### config.mk
export PLATFORM = sky130hd
export DESIGN_NAME = key_value_line_parser
export DESIGN_NICKNAME = d
export VERILOG_FILES = /design/src/kvlp_pkg.sv /design/src/kvlp_dp.sv /design/src/kvlp_ctrl.sv /design/src/key_value_line_parser.sv
export SDC_FILE = /design/constraint.sdc
export NUM_CORES = 1
export LEC_CHECK = 0
export ABC_AREA = 0
export BUFFER_PORTS_ARGS = -buffer_cell sky130_fd_sc_hd__buf_4
export CAP_MARGIN = 20
export CORE_ASPECT_RATIO = 1.75
export CORE_MARGIN = 2
export CORE_UTILIZATION = 45
export DETAILED_ROUTE_END_ITERATION = 12
export PLACE_DENSITY = 0.61
export SYNTH_ARGS = -nofsm -noshare
export SYNTH_HDL_FRONTEND = slang
export SYNTH_SLANG_ARGS = --single-unit
### constraint.sdc
create_clock -name clk -period 4.5 [get_ports clk]
set_clock_uncertainty 0.2 [all_clocks]
set_input_delay 0.9 -clock clk [delete_from_list [all_inputs] [get_ports clk]]
set_output_delay 0.9 -clock clk [all_outputs]
set_load 0.05 [all_outputs]
### src/kvlp_pkg.sv
// Shared types, codes and defaults for the key/value line parser.
package kvlp_pkg;

	// Default depth of the held whitespace store
	localparam int HELD_SPACE_DEPTH_DEF = 32;

	// Character codes
	localparam logic [7:0] CH_EQUALS  = 8'h3d;
	localparam logic [7:0] CH_PERCENT = 8'h25;
	localparam logic [7:0] CH_NUL     = 8'h00;

	// Result kind codes
	localparam logic [1:0] KIND_NAME  = 2'd0;
	localparam logic [1:0] KIND_VALUE = 2'd1;
	localparam logic [1:0] KIND_END   = 2'd2;

	// Line status codes on the end marker
	localparam logic [1:0] ST_OK       = 2'd0;
	localparam logic [1:0] ST_NO_EQ    = 2'd1;
	localparam logic [1:0] ST_OVERFLOW = 2'd2;

	// Sequencer phases, in emission order
	typedef enum logic [3:0] {
		PH_IDLE,
		PH_PRE_PCT,
		PH_PRE_HEX,
		PH_FLUSH_RD,
		PH_FLUSH_EMIT,
		PH_MAIN,
		PH_TAIL_PCT,
		PH_TAIL_HEX,
		PH_MARKER
	} phase_t;

	// Which results one input byte produces
	typedef struct packed {
		logic pre_pct;
		logic pre_hex;
		logic flush;
		logic main;
		logic tail_pct;
		logic tail_hex;
		logic marker;
	} plan_t;

	// Controller to datapath
	typedef struct packed {
		logic   load;
		logic   mem_rd;
		logic   emit;
		logic   idx_inc;
		logic   last;
		phase_t src;
	} cmd_t;

	// Datapath to controller
	typedef struct packed {
		plan_t plan_c;
		plan_t plan_q;
		logic  flush_last;
		logic  out_free;
	} sts_t;

endpackage

### src/kvlp_dp.sv
// Datapath of the key/value line parser: parse state, whitespace store, output register.
module kvlp_dp #(
	parameter int HELD_SPACE_DEPTH = kvlp_pkg::HELD_SPACE_DEPTH_DEF
) (
	input  logic              clk,
	input  logic              arst_n,
	input  logic [7:0]        in_byte,
	input  logic              end_of_line,
	input  kvlp_pkg::cmd_t    cmd,
	output kvlp_pkg::sts_t    sts,
	output logic              out_valid,
	input  logic              out_ready,
	output logic [7:0]        out_byte,
	output logic [1:0]        field_kind,
	output logic [1:0]        line_status,
	output logic              last_of_run
);
	import kvlp_pkg::*;

	localparam int CNT_W = $clog2(HELD_SPACE_DEPTH + 1);
	localparam int IDX_W = (HELD_SPACE_DEPTH > 1) ? $clog2(HELD_SPACE_DEPTH) : 1;

	typedef enum logic [1:0] {
		MODE_NAME_LEAD,
		MODE_NAME,
		MODE_VALUE_LEAD,
		MODE_VALUE
	} mode_t;

	typedef enum logic [1:0] {
		ESC_NONE,
		ESC_PCT,
		ESC_HEX1
	} esc_t;

	function automatic logic is_ws(input logic [7:0] b);
		return (b == 8'h20) || (b >= 8'h09 && b <= 8'h0d);
	endfunction

	function automatic logic is_hex(input logic [7:0] b);
		return (b >= 8'h30 && b <= 8'h39) || (b >= 8'h61 && b <= 8'h66) ||
			(b >= 8'h41 && b <= 8'h46);
	endfunction

	// Letters carry their value minus 9 in the low nibble
	function automatic logic [3:0] hex_val(input logic [7:0] b);
		return (b <= 8'h39) ? b[3:0] : (b[3:0] + 4'd9);
	endfunction

	mode_t            mode_q, nxt_mode;
	esc_t             esc_q, nxt_esc;
	logic [7:0]       fh_q, nxt_fh;
	logic [CNT_W-1:0] cnt_q;
	logic             ovf_q, nxt_ovf;

	logic [7:0]       mem [HELD_SPACE_DEPTH];
	logic [7:0]       rd_data_q;
	logic [CNT_W-1:0] flush_n_q, idx_q;

	plan_t            plan_c, plan_q;
	logic [7:0]       pre_hex_q, main_byte_q, tail_hex_q;
	logic             kind_val_q;
	logic [1:0]       status_q;

	logic             out_valid_q, out_last_q;
	logic [7:0]       out_byte_q;
	logic [1:0]       out_kind_q, out_status_q;

	logic             ws, hex, eq, pct;
	logic             do_hold, do_flush, do_clr, do_vp, do_wr;
	logic [7:0]       main_byte;
	logic             kind_val;
	logic [1:0]       status_c;

	// Decode the incoming byte against the current parse state
	always_comb begin
		ws        = is_ws(in_byte);
		hex       = is_hex(in_byte);
		eq        = (in_byte == CH_EQUALS);
		pct       = (in_byte == CH_PERCENT);
		nxt_mode  = mode_q;
		nxt_esc   = esc_q;
		nxt_fh    = fh_q;
		nxt_ovf   = ovf_q;
		plan_c    = '0;
		do_hold   = 1'b0;
		do_flush  = 1'b0;
		do_clr    = 1'b0;
		do_vp     = 1'b0;
		do_wr     = 1'b0;
		main_byte = in_byte;
		case (mode_q)
			MODE_NAME_LEAD: begin
				if (eq) begin
					nxt_mode = MODE_VALUE_LEAD;
				end else if (!ws) begin
					nxt_mode    = MODE_NAME;
					plan_c.main = 1'b1;
				end
			end
			MODE_NAME: begin
				if (eq) begin
					do_clr   = 1'b1;
					nxt_mode = MODE_VALUE_LEAD;
				end else if (ws) begin
					do_hold = 1'b1;
				end else begin
					do_flush    = 1'b1;
					plan_c.main = 1'b1;
				end
			end
			MODE_VALUE_LEAD: begin
				if (!ws) begin
					nxt_mode = MODE_VALUE;
					do_vp    = 1'b1;
				end
			end
			MODE_VALUE: begin
				case (esc_q)
					ESC_PCT: begin
						if (hex) begin
							nxt_fh  = in_byte;
							nxt_esc = ESC_HEX1;
						end else begin
							plan_c.pre_pct = 1'b1;
							nxt_esc        = ESC_NONE;
							do_vp          = 1'b1;
						end
					end
					ESC_HEX1: begin
						nxt_esc = ESC_NONE;
						if (hex) begin
							plan_c.main = 1'b1;
							main_byte   = {hex_val(fh_q), hex_val(in_byte)};
						end else begin
							plan_c.pre_pct = 1'b1;
							plan_c.pre_hex = 1'b1;
							do_vp          = 1'b1;
						end
					end
					default: do_vp = 1'b1;
				endcase
			end
			default: ;
		endcase

		// Ordinary value byte
		if (do_vp) begin
			if (ws) begin
				do_hold = 1'b1;
			end else if (pct) begin
				do_flush = 1'b1;
				nxt_esc  = ESC_PCT;
			end else begin
				do_flush    = 1'b1;
				plan_c.main = 1'b1;
			end
		end

		// Hold whitespace, or drop it when the store is full
		if (do_hold) begin
			if (cnt_q == CNT_W'(HELD_SPACE_DEPTH)) nxt_ovf = 1'b1;
			else do_wr = 1'b1;
		end

		plan_c.flush    = do_flush && (cnt_q != '0);
		plan_c.tail_pct = end_of_line && (nxt_mode == MODE_VALUE) && (nxt_esc != ESC_NONE);
		plan_c.tail_hex = end_of_line && (nxt_mode == MODE_VALUE) && (nxt_esc == ESC_HEX1);
		plan_c.marker   = end_of_line;
		kind_val        = (nxt_mode == MODE_VALUE_LEAD) || (nxt_mode == MODE_VALUE);
		if (!kind_val) status_c = ST_NO_EQ;
		else if (nxt_ovf) status_c = ST_OVERFLOW;
		else status_c = ST_OK;
	end

	// Parse state and result plan; the end of a line returns the parse state to reset values
	always_ff @(posedge clk or negedge arst_n) begin
		if (!arst_n) begin
			mode_q <= MODE_NAME_LEAD;
			esc_q  <= ESC_NONE;
			fh_q   <= '0;
			cnt_q  <= '0;
			ovf_q  <= 1'b0;
			plan_q <= '0;
		end else if (cmd.load) begin
			plan_q <= plan_c;
			if (end_of_line) begin
				mode_q <= MODE_NAME_LEAD;
				esc_q  <= ESC_NONE;
				fh_q   <= '0;
				cnt_q  <= '0;
				ovf_q  <= 1'b0;
			end else begin
				mode_q <= nxt_mode;
				esc_q  <= nxt_esc;
				fh_q   <= nxt_fh;
				ovf_q  <= nxt_ovf;
				if (do_flush || do_clr) cnt_q <= '0;
				else if (do_wr) cnt_q <= cnt_q + CNT_W'(1);
			end
		end
	end

	// Per-item payload captured at the transfer
	always_ff @(posedge clk) begin
		if (cmd.load) begin
			flush_n_q   <= cnt_q;
			pre_hex_q   <= fh_q;
			main_byte_q <= main_byte;
			tail_hex_q  <= nxt_fh;
			kind_val_q  <= kind_val;
			status_q    <= status_c;
		end
	end

	// Flush index
	always_ff @(posedge clk or negedge arst_n) begin
		if (!arst_n) begin
			idx_q <= '0;
		end else if (cmd.load) begin
			idx_q <= '0;
		end else if (cmd.idx_inc) begin
			idx_q <= idx_q + CNT_W'(1);
		end
	end

	// Held whitespace store: one write port, one registered read port
	always_ff @(posedge clk) begin
		if (cmd.load && do_wr) mem[cnt_q[IDX_W-1:0]] <= in_byte;
		if (cmd.mem_rd) rd_data_q <= mem[idx_q[IDX_W-1:0]];
	end

	// Output register
	always_ff @(posedge clk or negedge arst_n) begin
		if (!arst_n) begin
			out_valid_q <= 1'b0;
		end else if (cmd.emit) begin
			out_valid_q <= 1'b1;
		end else if (out_ready) begin
			out_valid_q <= 1'b0;
		end
	end

	always_ff @(posedge clk) begin
		if (cmd.emit) begin
			out_last_q   <= cmd.last;
			out_status_q <= ST_OK;
			out_kind_q   <= KIND_VALUE;
			case (cmd.src)
				PH_PRE_PCT:    out_byte_q <= CH_PERCENT;
				PH_PRE_HEX:    out_byte_q <= pre_hex_q;
				PH_TAIL_PCT:   out_byte_q <= CH_PERCENT;
				PH_TAIL_HEX:   out_byte_q <= tail_hex_q;
				PH_FLUSH_EMIT: begin
					out_byte_q <= rd_data_q;
					out_kind_q <= kind_val_q ? KIND_VALUE : KIND_NAME;
				end
				PH_MAIN: begin
					out_byte_q <= main_byte_q;
					out_kind_q <= kind_val_q ? KIND_VALUE : KIND_NAME;
				end
				default: begin
					out_byte_q   <= CH_NUL;
					out_kind_q   <= KIND_END;
					out_status_q <= status_q;
				end
			endcase
		end
	end

	assign sts.plan_c     = plan_c;
	assign sts.plan_q     = plan_q;
	assign sts.flush_last = (idx_q == flush_n_q - CNT_W'(1));
	assign sts.out_free   = !out_valid_q || out_ready;

	assign out_valid   = out_valid_q;
	assign out_byte    = out_byte_q;
	assign field_kind  = out_kind_q;
	assign line_status = out_status_q;
	assign last_of_run = out_last_q;

endmodule

### src/kvlp_ctrl.sv
// Controller of the key/value line parser: sequences the results of one input byte.
module kvlp_ctrl (
	input  logic           clk,
	input  logic           arst_n,
	input  logic           in_valid,
	output logic           in_ready,
	input  kvlp_pkg::sts_t sts,
	output kvlp_pkg::cmd_t cmd
);
	import kvlp_pkg::*;

	phase_t state_q, state_d;

	// First pending phase strictly after the given one
	function automatic phase_t after(input plan_t p, input phase_t from);
		phase_t r;
		r = PH_IDLE;
		if (p.marker   && from < PH_MARKER)   r = PH_MARKER;
		if (p.tail_hex && from < PH_TAIL_HEX) r = PH_TAIL_HEX;
		if (p.tail_pct && from < PH_TAIL_PCT) r = PH_TAIL_PCT;
		if (p.main     && from < PH_MAIN)     r = PH_MAIN;
		if (p.flush    && from < PH_FLUSH_RD) r = PH_FLUSH_RD;
		if (p.pre_hex  && from < PH_PRE_HEX)  r = PH_PRE_HEX;
		if (p.pre_pct  && from < PH_PRE_PCT)  r = PH_PRE_PCT;
		return r;
	endfunction

	// Next state
	always_comb begin
		state_d = state_q;
		case (state_q)
			PH_IDLE: begin
				if (in_valid) state_d = after(sts.plan_c, PH_IDLE);
			end
			PH_FLUSH_RD: state_d = PH_FLUSH_EMIT;
			PH_FLUSH_EMIT: begin
				if (sts.out_free) begin
					state_d = sts.flush_last ? after(sts.plan_q, PH_FLUSH_EMIT) : PH_FLUSH_RD;
				end
			end
			PH_PRE_PCT, PH_PRE_HEX, PH_MAIN, PH_TAIL_PCT, PH_TAIL_HEX, PH_MARKER: begin
				if (sts.out_free) state_d = after(sts.plan_q, state_q);
			end
			default: state_d = PH_IDLE;
		endcase
	end

	// Outputs
	always_comb begin
		cmd      = '0;
		cmd.src  = state_q;
		in_ready = 1'b0;
		case (state_q)
			PH_IDLE: begin
				in_ready = 1'b1;
				cmd.load = in_valid;
			end
			PH_FLUSH_RD: cmd.mem_rd = 1'b1;
			PH_FLUSH_EMIT: begin
				cmd.emit    = sts.out_free;
				cmd.idx_inc = sts.out_free;
				cmd.last    = sts.flush_last && (after(sts.plan_q, PH_FLUSH_EMIT) == PH_IDLE);
			end
			PH_PRE_PCT, PH_PRE_HEX, PH_MAIN, PH_TAIL_PCT, PH_TAIL_HEX, PH_MARKER: begin
				cmd.emit = sts.out_free;
				cmd.last = (after(sts.plan_q, state_q) == PH_IDLE);
			end
			default: ;
		endcase
	end

	always_ff @(posedge clk or negedge arst_n) begin
		if (!arst_n) state_q <= PH_IDLE;
		else state_q <= state_d;
	end

endmodule

### src/key_value_line_parser.sv
// Key/value line parser top level: stream ports, controller and datapath.
//
// Takes a text line one byte per transfer and returns it split at the first
// '=' into name bytes and value bytes, with leading and trailing whitespace of
// both parts removed and %XX escapes in the value decoded; a final marker
// result carries the line status (ok, no '=', whitespace store overflowed).
// An input byte is taken in while the controller is idle; its results, if
// any, are then sent in order, each when the output register is free, and
// each held whitespace byte flushed is first read from the HELD_SPACE_DEPTH
// byte store through its registered read port and then sent.
// The controller handles one input byte at a time; the output register lets
// a finished result wait while the next byte is taken in. No clearing pass
// after reset.
module key_value_line_parser #(
	parameter int HELD_SPACE_DEPTH = kvlp_pkg::HELD_SPACE_DEPTH_DEF
) (
	input  logic       clk,
	input  logic       arst_n,
	input  logic       s_axis_tvalid,
	output logic       s_axis_tready,
	input  logic [7:0] s_axis_tdata,   // [7:0] in_byte
	input  logic       s_axis_tlast,   // end_of_line
	output logic       m_axis_tvalid,
	input  logic       m_axis_tready,
	output logic [7:0] m_axis_tdata,   // [7:0] out_byte
	output logic [3:0] m_axis_tuser,   // [1:0] field_kind, [3:2] line_status
	output logic       m_axis_tlast    // last_of_run
);
	import kvlp_pkg::*;

	cmd_t cmd;
	sts_t sts;

	kvlp_ctrl u_ctrl (
		.clk      (clk),
		.arst_n   (arst_n),
		.in_valid (s_axis_tvalid),
		.in_ready (s_axis_tready),
		.sts      (sts),
		.cmd      (cmd)
	);

	kvlp_dp #(
		.HELD_SPACE_DEPTH (HELD_SPACE_DEPTH)
	) u_dp (
		.clk         (clk),
		.arst_n      (arst_n),
		.in_byte     (s_axis_tdata),
		.end_of_line (s_axis_tlast),
		.cmd         (cmd),
		.sts         (sts),
		.out_valid   (m_axis_tvalid),
		.out_ready   (m_axis_tready),
		.out_byte    (m_axis_tdata),
		.field_kind  (m_axis_tuser[1:0]),
		.line_status (m_axis_tuser[3:2]),
		.last_of_run (m_axis_tlast)
	);

endmodule

Word-level counts from Yosys, hierarchy flattened:

Memory sizes are Yosys's and may differ from the RTL's. A register that Yosys moved wholly into a read port is not among the register bits.
Index checks and enable logic that the tools add are counted.

* add/subtract/negate cells: 5
* order comparisons: 16
* equal/unequal tests: 24
* muxes and demuxes: 96
* reductions and logical operators: 43

Operators by type and width (count)
* two-way mux 4 bit: 26
* two-way mux 8 bit: 7
* case mux 8 bit (5 select lines): 1
* two-way mux 1 bit: 35
* two-way mux 6 bit: 5
* two-way mux 2 bit: 14
* == test 8 x 6 -> 1 bit (second input constant): 3
* logical AND 1 bit: 17
* == test 4 x 3 -> 1 bit (second input constant): 4
* >= comparator 8 x 7 -> 1 bit (second input constant): 2
* less-or-equal comparator 8 x 6 -> 1 bit (second input constant): 2
* less-or-equal comparator 8 x 7 -> 1 bit (second input constant): 2
* case mux 4 bit (4 select lines): 1
* adder 6 x 1 -> 6 bit (second input constant): 2
* == test 2 bit (second input constant): 6
* logical NOT 4 bit: 3
* < comparator 4 x 3 -> 1 bit (second input constant): 3
* OR reduction 6 bit: 2
* adder 4 bit (second input constant): 2
* == test 4 x 2 -> 1 bit (second input constant): 2
* >= comparator 8 x 4 -> 1 bit (second input constant): 1
* >= comparator 8 x 6 -> 1 bit (second input constant): 1
* less-or-equal comparator 8 x 4 -> 1 bit (second input constant): 1
* < comparator 4 x 2 -> 1 bit (second input constant): 2
* 24 further kinds: 40

* register bits: 83
* bits in writable memories: 256
* word-level logic and storage cells: 210
* memories: 1

Memories
* u_dp.mem: words 32, bits a word 8, rd ports 1, clocked after memory_dff 1, write ports 1, RTL line kvlp_dp.sv:56 `logic [7:0] mem [HELD_SPACE_DEPTH];`

Logic depth before layout (Yosys ltp):

* word-level depth: 20
* mapped depth: 9
* depth with buffers taken out: 9

Hierarchy:

Synthesis repeated with hierarchy kept, for this count alone.

* cell total of the unflattened synthesis: 880
* area total of the unflattened synthesis: 14921.8 um2

By module, submodules not included
* kvlp_dp: times used 1, cells an instance 781, area each 14213.6 um2
* kvlp_ctrl: times used 1, cells an instance 99, area each 708.2 um2

Least setup slack after synthesis:

Ideal clock, no wire load.

* path kind: register to register
* start: register u_ctrl.state_q[0]
* end: register u_dp.flush_n_q[0], enable pin
* library setup time: 0.410 ns
* arrival: 2.900 ns
* data required time: 3.890 ns
* setup slack: 0.990 ns
* cell stages (with the launch flop): 6
* path buffers: 2
* period minus slack after synthesis: 3.510 ns
* cell sequence: dfrtp_1 -> buf_2 -> nor4_4 -> nand2_1 -> inv_1 -> buf_1

RTL lines
* start: declaration: RTL line kvlp_ctrl.sv:12 `phase_t state_q, state_d;`
* start signal: assignment: RTL line kvlp_ctrl.sv:74 `else state_q <= state_d;`
* end signal: assignment: RTL line kvlp_dp.sv:207 `flush_n_q <= cnt_q;`
* end: declaration: RTL line kvlp_dp.sv:58 `logic [CNT_W-1:0] flush_n_q, idx_q;`

Worst setup path after layout:

* start: input port s_axis_tdata[0]
* end: memory u_dp.mem[13][7], enable pin

* word-level cells in the longest chain between the ends: 12

Ends and longest elaborated chain
* start: declaration: RTL line key_value_line_parser.sv:21 `input logic [7:0] s_axis_tdata,`
* >= comparator 8 x 6 -> 1 bit, or another cell as far along: RTL line kvlp_dp.sv:41 `return (b >= 8'h30 && b <= 8'h39) || (b >= 8'h61 && b <= 8'h66) ||`
* logical AND 1 bit (on tied branches): RTL line kvlp_dp.sv:41, kvlp_dp.sv:37
* logical OR 1 bit (on tied branches): RTL line kvlp_dp.sv:41, kvlp_dp.sv:37
* logical OR 1 bit or two-way mux 1 bit (tied branches): RTL line kvlp_dp.sv:41, kvlp_dp.sv:105
* two-way mux 1 bit (on tied branches): RTL line kvlp_dp.sv:121, kvlp_dp.sv:132, kvlp_dp.sv:102
* two-way mux 1 bit (on tied branches)
* case mux 1 bit (2 select lines) or two-way mux 1 bit (tied branches): RTL line kvlp_dp.sv:92, kvlp_dp.sv:149
* two-way mux 1 bit (*): RTL line kvlp_dp.sv:148 `if (do_vp) begin`
* two-way mux 1 bit (*): RTL line kvlp_dp.sv:161 `if (do_hold) begin`
* logical AND 1 bit (*): RTL line kvlp_dp.sv:229 `if (cmd.load && do_wr) mem[cnt_q[IDX_W-1:0]] <= in_byte;`
* two-way mux 1 bit (*): RTL line kvlp_dp.sv:229
* two-way mux 1 bit (not written as such) (*): RTL line kvlp_dp.sv:229
* end: declaration: RTL line kvlp_dp.sv:56

Mark *: on every way between the ends. The rest lies on a longest branch, timed or not.

==> results.md <==
* Sequential fraction of the synthesis area at 68.33%
* Antenna Nets Post-Route at 0
* Register share of total power at 45.3%
* WHS at 0.09945 ns
* Hold_buf cts at 0
* Vias in the first global route at 8510
* Die Y at 245.4 um
* Post-synthesis cell count at 899
* Leak at 5.594 nW
* Tmin final at 3.284 ns
* Status: finished, final reports clean
* Hold Vio Cnt, Final at 0
* Max Slew Vio Count at 0
* Wire length of the first global-routing pass at 53190 um
* Top cell by count, worst path: buf_4
* Worst path buffer plus inverter count at 3
* Synth Net Count at 929
* Max_cap viols at 0
* Async SR Flop Fraction at 10.66%
* Worst Tran Pin Value at 0.9279 ns
* Power share of the combinational group at 26.9%
* EDFF count, synth at 310
* Gr ovfl total at 0
* Non-filler instance count after layout at 1392
* Crit-path max FO at 8
* Yosys reg bits at 347
* Synth area leaders: edfxtp_1 (62%), mux4_2 (12%), dfrtp_1 (6.2%)
* CTS Sinks at 347
* Post-route clock period utilization at 72.97%
* Initial DRC count at 612
* Number of gates resized after CTS at 0
* Crit-path cells: buf_4, inv_1, ha_1, nor4b_1, a211oi_1, nor4b_2, and2_1, nand2_1, nor2_1, buf_4
* Syn. warnings at 0
* 1st-pass router iterations at 7
* CP peak stage delay at 0.51 ns
* Clock buffer count from CTS at 29
* Core Region at 32920 um2
* Area leader, netlist: edfxtp_1
* Wire length per cell at 25.14 um
* Worst slack, placed at 0.6218 ns
* Largest net degree at the start of global routing at 43
* P per Cell Area at 531.4 nW/um2
* Top-count cell post-synth: edfxtp_1
* Vias at 8170
* Clk buf depth at 3
* Top_reg_cell synth: edfxtp_1
* DR DRC count at 0
* HP Class: input pin to async pin
* Final core occ at 51.18%
* Gr usage total at 20.64%
* Num ports at 28
* Post-Syn Area at 14980 um2
* Initial antenna violation count at 1
* Avg Vias per Cell at 5.869
* Fmax at 304.6 MHz
* TritonCTS clock tree: done
* IO buf count at 27
* RSZ-0062 raised after global routing: false
* Die ar. at 34820 um2
* Syn Area/Cell at 16.66 um2
* Clk slew on worst S/H paths at 0.07 ns
* Fin nets at 997
* Postcts setup bufs at 0
* Worst rel slew slack at 38.14%
* Routability cong. at 0.8262
* Slowest-stage cell, CP: nor4b_2
* HPWL Detailed at 23900 um
* Final setup fails at 0
* Startpoint types: input pin
* WS Path Type: input pin to register
* Yosys top cell area share at 62.15%
* CP arrival at 3.36 ns
* Placed Cells incl. Taps at 1341
* Net Sw Frac at 30.79%
* Maximum VDD drop at 304.0 uV
* Routed WL at 35000 um
* Die width at 141.9 um
* FP Rows at 88
* Layout cell share with drive strength beyond 1 at 24.92%
* Power Internal at 6.197 mW
* Initial Util at 45.50%
* ANT cells at 0
* Cell variety after synth at 72
* CP top delay family: simple AND/OR/NAND/NOR gates
* TNS Setup at 0 ns
* Synth cell count leaders: edfxtp_1 (310), mux4_2 (80), nor2_1 (69), nand2_1 (56), dfrtp_1 (37)
* CTS root buffer: clkbuf_16
* CTS H-Tree Depth at 1
* Clk Latency, worst-skew pair at 0.57 ns
* Syn-to-layout area delta at 12.49%
* Final worst slack at 1.216 ns
* CP endpoint kind: register
* Clock power frac at 27.8%
* Worst Path Required at 4.57 ns
* Switch Pwr at 2.757 mW
==> worst paths after layout <==
kind	from	endpoint	slack (ns)	cells after the start
worst max-delay path	s_axis_tdata[0]	u_dp.mem[13][7]$_DFFE_PP_	1.22	10
worst min-delay path	arst_n	u_dp.idx_q[5]$_DFFE_PN0P_	0.1	1
worst max register to register	u_dp.idx_q[0]$_DFFE_PN0P_	u_dp.rd_data_q[0]$_DFFE_PP_	1.33	4
worst min register to register	u_dp.fh_q[7]$_DFFE_PN0P_	u_dp.pre_hex_q[7]$_DFFE_PP_	0.30	0
max in group asynchronous	arst_n	u_dp.idx_q[0]$_DFFE_PN0P_	3.59	1
min in group clk	u_dp.fh_q[7]$_DFFE_PN0P_	u_dp.pre_hex_q[7]$_DFFE_PP_	0.30	0
==> through the flow <==
stage / power (mW) / instance area [um2]
2_1_floorplan: 5.780 / 14980
3_3_place_gp: 6.541 / 15930
3_5_place_dp: 6.563 / 15930
4_1_cts: 9.043 / 16850
5_1_grt: 9.321 / 16850
6_report: 8.954 / 16850
==> power groups by stage <==
stage               Sequential [mW]  Combinational [mW]  Clock, mW
floorplan                      4.18                1.60          0
global placement               4.13                2.41          0
detailed placement             4.14                2.43          0
CTS                            4.07                2.43       2.54
global route                   4.09                2.57       2.66
finish                         4.06                2.41       2.49
==> registers in the layout, summed over array words and instances, names as in the netlist <==
signal,flops
u_dp.mem,256
u_dp.fh_q,8
u_dp.main_byte_q,8
u_dp.out_byte,8
u_dp.pre_hex_q,8
u_dp.rd_data_q,8
u_dp.tail_hex_q,8
u_dp.sts,7
u_dp.cnt_q,6
u_dp.flush_n_q,6
u_dp.idx_q,6
u_ctrl.state_q,4
u_dp.esc_q,2
u_dp.field_kind,2
u_dp.line_status,2
u_dp.mode_q,2
u_dp.status_q,2
u_dp.kind_val_q,1
u_dp.last_of_run,1
u_dp.out_valid,1
u_dp.ovf_q,1
==> layout make-up <==
cell class / count / area (um2)
clock inverters: 13 / 125.1
well taps: 405 / 506.7
inverters: 21 / 78.83
fillers: 2611 / 16070
clock buffers: 38 / 799.5
multi-input cells: 485 / 4452
flip-flops and latches: 347 / 10240
repair buffers: 83 / 648.1
==> logic make-up (layout without fill, tap and decap cells) <==
kind of cell | Yosys count | in the layout | share of synthesized area [%]
flops | 347 | 347 | 68.33
simple gates | 211 | 211 | 7.000
compound gates | 138 | 138 | 6.674
mux | 102 | 102 | 13.63
buf+inv | 67 | 155 | 1.954
fa+ha+maj | 17 | 17 | 1.420
xor+xnor | 17 | 17 | 0.9940
==> metal layers <==
layer | GRT usage, % | share of wire [%] | vias up
met3 | 2.395 | 3.4 | 69
met1 | 23.06 | 36 | 4206
li1 | - | - | 3703
met2 | 39.23 | 56 | 190
met5 | 0 | 0.034 | -
met4 | 8.735 | 4.2 | 2
==> layout by cell type (no fill, tap or decap), types with 8 or more instances in the layout <==
master	instances
inv_1	19
and2_1	8
xor2_1	8
a22oi_1	12
xnor2_1	9
edfxtp_1	310
ha_1	17
a21oi_1	23
o21ai_0	24
nand2_1	56
nand3_1	15
nor2_1	69
clkbuf_16	29
buf_4	81
o22ai_1	12
nor3_1	9
dfrtp_1	35
mux4_2	80
mux2_2	16
(Power assumes the default switching activity.)
